==> src/rtl/json_lexical_safety_checker_unit_assert.svh <==
// Assertion macros for the JSON lexical safety checker.
`ifndef JSON_LEXICAL_SAFETY_CHECKER_UNIT_ASSERT_SVH
`define JSON_LEXICAL_SAFETY_CHECKER_UNIT_ASSERT_SVH

`ifndef SYNTH
// Checks a property at every rising clock edge outside reset.
`define JLSC_ASSERT(label, prop, msg) \
	label: assert property (@(posedge clk) disable iff (!arst_n) (prop)) else $error(msg);
// Checks a property at every rising clock edge, reset included.
`define JLSC_ASSERT_ALWAYS(label, prop, msg) \
	label: assert property (@(posedge clk) (prop)) else $error(msg);
`else
`define JLSC_ASSERT(label, prop, msg)
`define JLSC_ASSERT_ALWAYS(label, prop, msg)
`endif

`endif

==> src/rtl/jlsc_pkg.sv <==
// Types and byte constants for the JSON lexical safety checker.
package jlsc_pkg;

	localparam int unsigned LimitWidth = 63;

	// One-hot scan modes.
	typedef enum logic [3:0] {
		MODE_OUT = 4'b0001,
		MODE_STR = 4'b0010,
		MODE_ESC = 4'b0100,
		MODE_NUM = 4'b1000
	} scan_mode_t;

	typedef enum logic [3:0] {
		RSN_NONE       = 4'd0,
		RSN_CTRL_STR   = 4'd1,
		RSN_NESTING    = 4'd2,
		RSN_STRAY      = 4'd3,
		RSN_FORBIDDEN  = 4'd4,
		RSN_LEAD_ZERO  = 4'd5,
		RSN_OVERFLOW   = 4'd6,
		RSN_BAD_TERM   = 4'd7,
		RSN_OPEN_STR   = 4'd8,
		RSN_OPEN_OBJ   = 4'd9
	} reason_t;

	localparam logic [7:0] CH_QUOTE     = 8'h22;
	localparam logic [7:0] CH_BACKSLASH = 8'h5C;
	localparam logic [7:0] CH_LBRACE    = 8'h7B;
	localparam logic [7:0] CH_RBRACE    = 8'h7D;
	localparam logic [7:0] CH_LBRACKET  = 8'h5B;
	localparam logic [7:0] CH_RBRACKET  = 8'h5D;
	localparam logic [7:0] CH_MINUS     = 8'h2D;
	localparam logic [7:0] CH_PLUS      = 8'h2B;
	localparam logic [7:0] CH_DOT       = 8'h2E;
	localparam logic [7:0] CH_COMMA     = 8'h2C;
	localparam logic [7:0] CH_SPACE     = 8'h20;
	localparam logic [7:0] CH_TAB       = 8'h09;
	localparam logic [7:0] CH_CR        = 8'h0D;
	localparam logic [7:0] CH_LF        = 8'h0A;
	localparam logic [7:0] CH_NUL       = 8'h00;
	localparam logic [7:0] CH_ZERO      = 8'h30;
	localparam logic [7:0] CH_NINE      = 8'h39;

endpackage

==> src/rtl/json_lexical_safety_checker_unit.sv <==
// The last byte is registered in the byte stage, then its verdict in the result register.
// Throughput: one byte per cycle unless a last byte waits on a blocked result register; the
// byte stage holds one multiply-by-ten add and a 67-bit compare against the number limit
// between its registers. Reset (arst_n low, asynchronous): scan state and valid flags clear, the
// number limit returns to its largest value; cfg writes set the limit.
`include "json_lexical_safety_checker_unit_assert.svh"
module json_lexical_safety_checker_unit
	import jlsc_pkg::*;
(
	input  logic                  clk,
	input  logic                  arst_n,
	input  logic                  cfg_wr_en,
	input  logic [LimitWidth-1:0] cfg_wr_data,  // number_limit
	input  logic                  s_tvalid,
	output logic                  s_tready,
	input  logic [7:0]            s_tdata,      // [7:0] data_byte
	input  logic                  s_tlast,      // last_byte
	output logic                  m_tvalid,
	input  logic                  m_tready,
	output logic [7:0]            m_tdata       // [0] accepted, [4:1] failure_reason, [7:5] zero
);

	logic [LimitWidth-1:0] number_limit_q;

	logic       valid_s1;
	logic [7:0] byte_s1;
	logic       last_s1;
	logic       adv_s1;

	scan_mode_t            mode_q, mode_d;
	logic                  obj_q, obj_d;
	logic [LimitWidth-1:0] value_q, value_d;
	logic                  lz_q, lz_d;
	reason_t               fail_q, fail_d;

	logic    out_valid_q;
	reason_t out_reason_q;

	logic                  is_digit, is_term, is_forbidden, go_outside;
	logic [3:0]            digit;
	logic [LimitWidth-1:0] base;
	logic [LimitWidth+3:0] sum;
	logic                  ovf;
	reason_t               rsn, verdict;

	// The byte stage moves on unless it holds a last byte and the result register is blocked.
	assign adv_s1   = valid_s1 && (!last_s1 || !out_valid_q || m_tready);
	assign s_tready = !valid_s1 || adv_s1;

	always_ff @(posedge clk or negedge arst_n) begin
		if (!arst_n) begin
			number_limit_q <= '1;
		end else if (cfg_wr_en) begin
			number_limit_q <= cfg_wr_data;
		end
	end

	always_ff @(posedge clk or negedge arst_n) begin
		if (!arst_n) begin
			valid_s1 <= 1'b0;
		end else if (s_tready) begin
			valid_s1 <= s_tvalid;
		end
	end

	always_ff @(posedge clk) begin
		if (s_tready && s_tvalid) begin
			byte_s1 <= s_tdata;
			last_s1 <= s_tlast;
		end
	end

	assign is_digit     = (byte_s1 >= CH_ZERO) && (byte_s1 <= CH_NINE);
	assign digit        = 4'(byte_s1 - CH_ZERO);
	assign is_term      = (byte_s1 == CH_COMMA) || (byte_s1 == CH_RBRACE) ||
	                      (byte_s1 == CH_SPACE) || (byte_s1 == CH_TAB) ||
	                      (byte_s1 == CH_CR) || (byte_s1 == CH_LF) || (byte_s1 == CH_NUL);
	assign is_forbidden = (byte_s1 == CH_LBRACKET) || (byte_s1 == CH_RBRACKET) ||
	                      (byte_s1 == CH_MINUS) || (byte_s1 == CH_PLUS) || (byte_s1 == CH_DOT);

	// A digit outside a literal starts a new one from zero. Testing 10*v + d against
	// the limit gives the same answer as the division form of the overflow test.
	assign base = (mode_q == MODE_NUM) ? value_q : '0;
	assign sum  = ({4'b0, base} << 3) + ({4'b0, base} << 1) + {{LimitWidth{1'b0}}, digit};
	assign ovf  = sum > {4'b0, number_limit_q};

	always_comb begin
		mode_d     = mode_q;
		obj_d      = obj_q;
		value_d    = value_q;
		lz_d       = lz_q;
		rsn        = RSN_NONE;
		go_outside = 1'b0;
		case (mode_q)
			MODE_STR: begin
				if (byte_s1 == CH_BACKSLASH) begin
					mode_d = MODE_ESC;
				end else if (byte_s1 == CH_QUOTE) begin
					mode_d = MODE_OUT;
				end else if (byte_s1 < CH_SPACE) begin
					rsn = RSN_CTRL_STR;
				end
			end
			MODE_ESC: begin
				mode_d = MODE_STR;
			end
			MODE_NUM: begin
				if (is_digit) begin
					if (lz_q) begin
						rsn = RSN_LEAD_ZERO;
					end else if (ovf) begin
						rsn = RSN_OVERFLOW;
					end else begin
						value_d = sum[LimitWidth-1:0];
					end
				end else if (!is_term) begin
					rsn = RSN_BAD_TERM;
				end else begin
					mode_d     = MODE_OUT;
					go_outside = 1'b1;
				end
			end
			default: begin
				go_outside = 1'b1;
			end
		endcase
		if (go_outside) begin
			if (byte_s1 == CH_QUOTE) begin
				mode_d = MODE_STR;
			end else if (byte_s1 == CH_LBRACE) begin
				if (obj_q) begin
					rsn = RSN_NESTING;
				end else begin
					obj_d = 1'b1;
				end
			end else if (byte_s1 == CH_RBRACE) begin
				if (!obj_q) begin
					rsn = RSN_STRAY;
				end else begin
					obj_d = 1'b0;
				end
			end else if (is_forbidden) begin
				rsn = RSN_FORBIDDEN;
			end else if (is_digit) begin
				mode_d  = MODE_NUM;
				lz_d    = (byte_s1 == CH_ZERO);
				value_d = sum[LimitWidth-1:0];
				if (ovf) begin
					rsn = RSN_OVERFLOW;
				end
			end
		end
		// Once a failure is recorded, later bytes leave everything alone.
		if (fail_q != RSN_NONE) begin
			mode_d  = mode_q;
			obj_d   = obj_q;
			value_d = value_q;
			lz_d    = lz_q;
			fail_d  = fail_q;
		end else begin
			fail_d = rsn;
		end
		verdict = fail_d;
		if (verdict == RSN_NONE) begin
			if (mode_d == MODE_STR || mode_d == MODE_ESC) begin
				verdict = RSN_OPEN_STR;
			end else if (obj_d) begin
				verdict = RSN_OPEN_OBJ;
			end
		end
	end

	always_ff @(posedge clk or negedge arst_n) begin
		if (!arst_n) begin
			mode_q <= MODE_OUT;
			obj_q  <= 1'b0;
			lz_q   <= 1'b0;
			fail_q <= RSN_NONE;
		end else if (adv_s1) begin
			if (last_s1) begin
				mode_q <= MODE_OUT;
				obj_q  <= 1'b0;
				lz_q   <= 1'b0;
				fail_q <= RSN_NONE;
			end else begin
				mode_q <= mode_d;
				obj_q  <= obj_d;
				lz_q   <= lz_d;
				fail_q <= fail_d;
			end
		end
	end

	always_ff @(posedge clk or negedge arst_n) begin
		if (!arst_n) begin
			value_q <= '0;
		end else if (adv_s1) begin
			value_q <= last_s1 ? '0 : value_d;
		end
	end

	always_ff @(posedge clk or negedge arst_n) begin
		if (!arst_n) begin
			out_valid_q <= 1'b0;
		end else if (adv_s1 && last_s1) begin
			out_valid_q <= 1'b1;
		end else if (m_tready) begin
			out_valid_q <= 1'b0;
		end
	end

	always_ff @(posedge clk) begin
		if (adv_s1 && last_s1) begin
			out_reason_q <= verdict;
		end
	end

	assign m_tvalid = out_valid_q;
	assign m_tdata  = {3'b000, out_reason_q, out_reason_q == RSN_NONE};

	`JLSC_ASSERT(a_mode_onehot, $onehot(mode_q), "scan mode is not one-hot")
	`JLSC_ASSERT(a_fail_sticks,
		(fail_q != RSN_NONE) && !(adv_s1 && last_s1) |=> fail_q == $past(fail_q),
		"recorded failure changed before the verdict")
	`JLSC_ASSERT(a_clear_after_verdict,
		adv_s1 && last_s1 |=> (mode_q == MODE_OUT) && !obj_q && (fail_q == RSN_NONE),
		"scan state not cleared after a verdict")
	`JLSC_ASSERT(a_result_held,
		out_valid_q && !m_tready |=> out_valid_q && $stable(out_reason_q),
		"pending verdict lost or changed while stalled")
	`JLSC_ASSERT(a_no_overrun,
		valid_s1 && last_s1 && out_valid_q && !m_tready |-> !s_tready,
		"input taken while its verdict cannot be stored")

endmodule
==> config.mk <==
export PLATFORM = sky130hd
export DESIGN_NAME = json_lexical_safety_checker_unit
export DESIGN_NICKNAME = d
export VERILOG_FILES = /design/src/rtl/jlsc_pkg.sv /design/src/rtl/json_lexical_safety_checker_unit.sv
export VERILOG_INCLUDE_DIRS = /design/src /design/src/rtl
export SDC_FILE = /design/constraint.sdc
export NUM_CORES = 1
export LEC_CHECK = 0
export BUFFER_PORTS_ARGS = -buffer_cell sky130_fd_sc_hd__buf_2
export CAP_MARGIN = 20
export CORE_MARGIN = 5
export CORE_UTILIZATION = 60
export DETAILED_ROUTE_END_ITERATION = 8
export PLACE_DENSITY_LB_ADDON = 0.2
export SETUP_SLACK_MARGIN = 0.5
export SYNTH_ARGS = -nofsm -noshare
export SYNTH_HDL_FRONTEND = slang
export SYNTH_SLANG_ARGS = --single-unit
export TNS_END_PERCENT = 30
==> constraint.sdc <==
create_clock -name clk -period 9.8 [get_ports clk]
set_clock_uncertainty 0.2 [all_clocks]
set_input_delay 0.49 -clock clk [delete_from_list [all_inputs] [get_ports clk]]
set_output_delay 0.49 -clock clk [all_outputs]
set_load 0.03 [all_outputs]
Word level (Yosys, flattened, before mapping) --
Index checks and enable logic that the tools add are counted.
Storage, ports and cells: bits in registers 151, input port bits 77, logic and storage cells 141
Cells by class: add/subtract/negate cells 3, magnitude comparators 4, equality and inequality tests 25, mux-type cells 67, reduce and logical (&&, ||, !) cells 31
Operator list (count):
- two-way mux 63 bit | 13
- two-way mux 4 bit | 27
- adder 66 x 64 -> 67 bit | 1
- adder 67 x 4 -> 67 bit | 1
- greater-than comparator 67 x 63 -> 1 bit | 1
- equality test 8 x 6 -> 1 bit, second input constant | 7
- equality test 8 x 7 -> 1 bit, second input constant | 5
- equality test 8 x 4 -> 1 bit, second input constant | 3
- two-way mux 1 bit | 21
- logical OR 1 bit | 14
- case mux 4 bit (3 select lines) | 1
- != test 2 bit, second input constant | 5
- two-way mux 3 bit | 3
- equality test 4 x 2 -> 1 bit, second input constant | 2
- equality test 4 x 3 -> 1 bit, second input constant | 2
- greater-or-equal comparator 8 x 6 -> 1 bit, second input constant | 1
- <= comparator 8 x 6 -> 1 bit, second input constant | 1
- logical NOT 4 bit | 2
- logical NOT 8 bit | 1
- < comparator 8 x 6 -> 1 bit, second input constant | 1
- case mux 4 bit (2 select lines) | 1
- AND reduction 8 bit | 1
- nonzero test 2 bit | 3
- equality test 4 bit, second input constant | 1
- 7 further kinds | 12

Depth between registers and ports, before layout --
depth in word-level cells 21, depth in mapped cells 33

Least setup slack after synthesis --
No wires, ideal clock.
path type flip-flop to flip-flop, from register mode_q[1], to register value_q[12], setup time 0.121 ns, arrival 7.079 ns, data required time 9.479 ns, slack 2.400 ns, stages on the path, launching flop included 34, path buffers 5, cell sequence dfrtp_1 clkbuf_1 nor4b_1 clkbuf_1 clkbuf_1 and2_1 inv_1 fa_1 inv_1 fa_1 a21o_1 a21oi_1 o311ai_1 nor3b_1 o21ai_0 o21ai_0 a21o_1 a21oi_1 o31ai_1 xor2_1 ha_1 nand4_1 nor3_1 nand4_1 nor3_1 o21a_1 a21oi_1 a311o_1 a211oi_4 nand3b_2 o31a_1 buf_6 buf_6 a22o_1
On the way: word-level cells in the longest chain between the ends 17, elaborated cells between the ends (all ways) 21, classes of those cells 2 x add/sub; 1 x order compare; 3 x eq/ne; 14 x mux; 1 x reduce/logical
Ends and longest elaborated chain:
- start, declared | line json_lexical_safety_checker_unit.sv:30 | scan_mode_t mode_q, mode_d;
- start signal, assigned | line json_lexical_safety_checker_unit.sv:186 | mode_q <= mode_d;
- equality test 4 bit | line json_lexical_safety_checker_unit.sv:83, json_lexical_safety_checker_unit.sv:94
- two-way mux 63 bit | line json_lexical_safety_checker_unit.sv:83 | assign base = (mode_q == MODE_NUM) ? value_q : '0;
- adder 66 x 64 -> 67 bit | line json_lexical_safety_checker_unit.sv:84 | assign sum = ({4'b0, base} << 3) + ({4'b0, base} << 1) + {{LimitWidth{1'b0}}, digit};
- adder 67 x 4 -> 67 bit | line json_lexical_safety_checker_unit.sv:84
- greater-than comparator 67 x 63 -> 1 bit | line json_lexical_safety_checker_unit.sv:85 | assign ovf = sum > {4'b0, number_limit_q};
- two-way mux 63 bit | line json_lexical_safety_checker_unit.sv:111 | end else if (ovf) begin
- two-way mux 63 bit | line json_lexical_safety_checker_unit.sv:109 | if (lz_q) begin
- two-way mux 63 bit | line json_lexical_safety_checker_unit.sv:108 | if (is_digit) begin
- two-way mux 63 bit | line json_lexical_safety_checker_unit.sv:94 | case (mode_q)
- two-way mux 63 bit | line json_lexical_safety_checker_unit.sv:144 | end else if (is_digit) begin
- two-way mux 63 bit | line json_lexical_safety_checker_unit.sv:142 | end else if (is_forbidden) begin
- two-way mux 63 bit | line json_lexical_safety_checker_unit.sv:136 | end else if (byte_s1 == CH_RBRACE) begin
- two-way mux 63 bit | line json_lexical_safety_checker_unit.sv:130 | end else if (byte_s1 == CH_LBRACE) begin
- two-way mux 63 bit | line json_lexical_safety_checker_unit.sv:128 | if (byte_s1 == CH_QUOTE) begin
- two-way mux 63 bit * | line json_lexical_safety_checker_unit.sv:127 | if (go_outside) begin
- two-way mux 63 bit * | line json_lexical_safety_checker_unit.sv:154 | if (fail_q != RSN_NONE) begin
- two-way mux 63 bit * | line json_lexical_safety_checker_unit.sv:198 | value_q <= last_s1 ? '0 : value_d;
- end signal, assigned | line json_lexical_safety_checker_unit.sv:198
- end, declared | line json_lexical_safety_checker_unit.sv:32 | logic [LimitWidth-1:0] value_q, value_d;
Mark *: on every way between the ends. The rest lies on a longest branch, timed or not. The select of a mux whose other input is x is not followed. A chain may end at the register's enable or synchronous reset.

Final worst setup path --
from register mode_q[1], to register value_q[28]
Same word-level chain as after synthesis.

==> qor.yml <==
route.detailed.drc: 0
die_x_microns: 156.2
tightest_slew_ns: 1.020
slew_violations: 0
critical-path-max-stage-delay_ns: 0.65
r2r-end: "value_q[28]"
clock-sinks: 151
seq_area_frac_synth: 0.3058
synthFlopType: "dfrtp_1"
wire_per_inst_microns: 18.46
clockBufferDepth: 2
synth-seq-cells: 151
drv_cap: 0
layout-drive-gt1-share: 0.1349
synth_area_leaders: "ha_1, dfrtp_1, dfstp_2, o21ai_0, nand2_1"
dr_wl_met3_mm: 1.819
coreArea_sq_um: 21020
rsz0062_at_grt: "false"
setup.worst_path.start_class: "flip-flop"
synth.distinct_cells: 75
syn-mean-instance-area_sq_um: 8.675
timing.critical_path.arrival_ns: 8.77
place_congestion: 1.050
worstSetupPathType: "flip-flop to flip-flop"
min_period_ns: 8.645
fin_crit_sh: 0.8821
hold_viol_final: 0
critical_path_required_ns: 9.92
setup_violations: 0
synth-edff-count: 13
clkLatencyLatePin_ns: 0.44
antenna_found_initial: 0
cts_tree: "built"
clkTransAtPathRegs_ns: 0.06
track_usage: 0.2750
dp_hpwl_mm: 25.58
yosysWarningCount: 0
crit_top_cell: "a21oi_1"
status: "complete, no violations"
crit_fanout: 33
dr_wl_met2_mm: 15.66
die_y_microns: 156.2
synth_area_sq_um: 12830
fin_setup_tns_ns: 0
crit_slowest_cell: "o31a_2"
ir_drop_v: 0.00009528
nets: 1789
ant_nets: 0
drtIter0Drc: 1000
wl_met1_mm: 15.15
reg2reg_slack_ns: 1.16
netlist_instances: 1479
grt_pass1_vias: 10980
row_count: 53
die_area_sq_um: 24410
hp-class: "primary input to flip-flop"
hold_depth: 1
grt_pass1_wl_mm: 54.75
power_w: 0.001567
cts_inserted_buffers: 17
yosysTopAreaCell: "ha_1"
worstHoldEndpoint: "byte_s1[6]"
vias: 11260
port_buffers: 83
start_util: 0.6104
ios: 87
leakagePower_nw: 7.067
syn2layout_area_growth_pct: 9.000
r2r-start: "mode_q[1]"
overflow: 0
hold_start: "s_tdata[6]"
wl_mm: 33.41
cpLargestDelayFamily: "compound AO/OA/AOI/OAI gates"
critical_path_buf_inv_count: 5
avgViaCountPerCell: 6.222
synthArstFlopShare: 0.9139
end_kind: "flip-flop"
power_density_nw_per_um2: 112.1
cts_root_buffer: "clkbuf_16"
top_layer: "met4"
htree_levels: 4
antenna_cells: 0
grt_max_degree: 126
yosys.area.top_type_share: 0.1833
fmax_mhz: 115.7
reg2reg_depth: 31
slew_headroom: 0.3198
first_pass_iters: 5
## worst max-delay path by stage
| stage | from | slack [ns] | cells after the start | endpoint |
|---|---|---|---|---|
| floorplan | mode_q[1] | 2.40 | 33 | value_q[12] |
| global placement | mode_q[1] | 1.39 | 31 | value_q[19] |
| detailed placement | mode_q[1] | 1.18 | 31 | value_q[25] |
| CTS | mode_q[1] | 1.11 | 31 | value_q[28] |
| global route | mode_q[1] | 0.70 | 29 | value_q[4] |
| finish | mode_q[1] | 1.16 | 31 | value_q[28] |
## layout by cell type (no fill, tap or decap), types with 62 or more instances in the layout
cell type,count
dfstp_2,64
a22o_1,63
buf_2,81
and2_1,71
nor2_1,62
a21oi_1,107
ha_1,188
dfrtp_1,74
o21ai_0,131
inv_1,86
nand2_1,159
## Yosys cell counts, drive strengths merged (29+ instances only)
library cell / count
o21ai: 137
clkbuf: 51
dfrtp: 74
ha: 188
nor2: 62
xnor2: 33
nand3: 29
inv: 86
nand2: 159
and2: 71
a22o: 63
a21oi: 108
dfstp: 64
nand4: 34
## worst reg2reg max path, delay by kind of cell, from the launching register on
kind	cells	cell delay, ns
AOI/OAI and AO/OA	14	3.50
xor gates and xnor gates	1	0.16
adders and majority gates	3	1.24
buffers and inverters	5	0.93
DFF	1	0.46
and+or+nand+nor	8	2.04
## power breakdown
group	switching, W	total, W	internal, W
Combinational	0.000110	0.000170	0.0000606
Clock	0.000286	0.000698	0.000412
Sequential	0.0000184	0.000699	0.000681
Total	0.000414	0.00157	0.00115
## sequential cells by signal (all words and copies together), names as in the netlist
| register | cells |
|---|---|
| mode_q | 4 |
| obj_q | 1 |
| out_reason_q | 4 |
| valid_s1 | 1 |
| byte_s1 | 8 |
| m_tvalid | 1 |
| fail_q | 4 |
| last_s1 | 1 |
| number_limit_q | 63 |
| lz_q | 1 |
| value_q | 63 |
## timing repair
item                                    CTS  global route
hold buffers                              1             0
endpoints found under the setup margin    0             5
endpoints found under the hold margin    42             0
buffers inserted                          0             0
resized for setup                         0             1
## per-stage QoR
stage          std cells  worst slack, ns  area (sq um)    util  hold slack, ns
6_report            1810            1.155         13990  0.6653         0.02501
5_1_grt             1810           0.6982         13990  0.6653         0.02245
4_1_cts             1810            1.110         13990  0.6653         0.02037
3_5_place_dp        1777            1.176         13370  0.6358          0.2825
3_3_place_gp        1777            1.386         13370  0.6358          0.2788
2_1_floorplan       1481            2.400         12840       -       -0.005591
## per-layer routing
layer  vias up  track usage
li1       5476            -
met1      5387       0.3762
met2       341       0.4510
met3        57      0.04452
met4         0      0.08512
met5         -            0
## cell families after synthesis
logic type | Yosys count | share of synthesized area
xor+xnor | 61 | 0.04164
compound gates | 474 | 0.2419
flops | 151 | 0.3058
fa+ha+maj | 190 | 0.1864
mux | 1 | 0.0008776
other cells | 1 | 0.0002923
simple gates | 444 | 0.1716
buf+inv | 157 | 0.05139
## cell type report
| cell class | count | area [sq um] |
|---|---|---|
| repair buffers | 93 | 514.2 |
| fillers | 1813 | 7036 |
| inverters | 86 | 322.8 |
| flip-flops and latches | 151 | 3924 |
| clock inverters | 13 | 167.7 |
| multi-input cells | 1173 | 8270 |
| well taps | 275 | 344.1 |
| clock buffers | 19 | 442.9 |
Note: power is estimated with default switching activity, not from simulation.
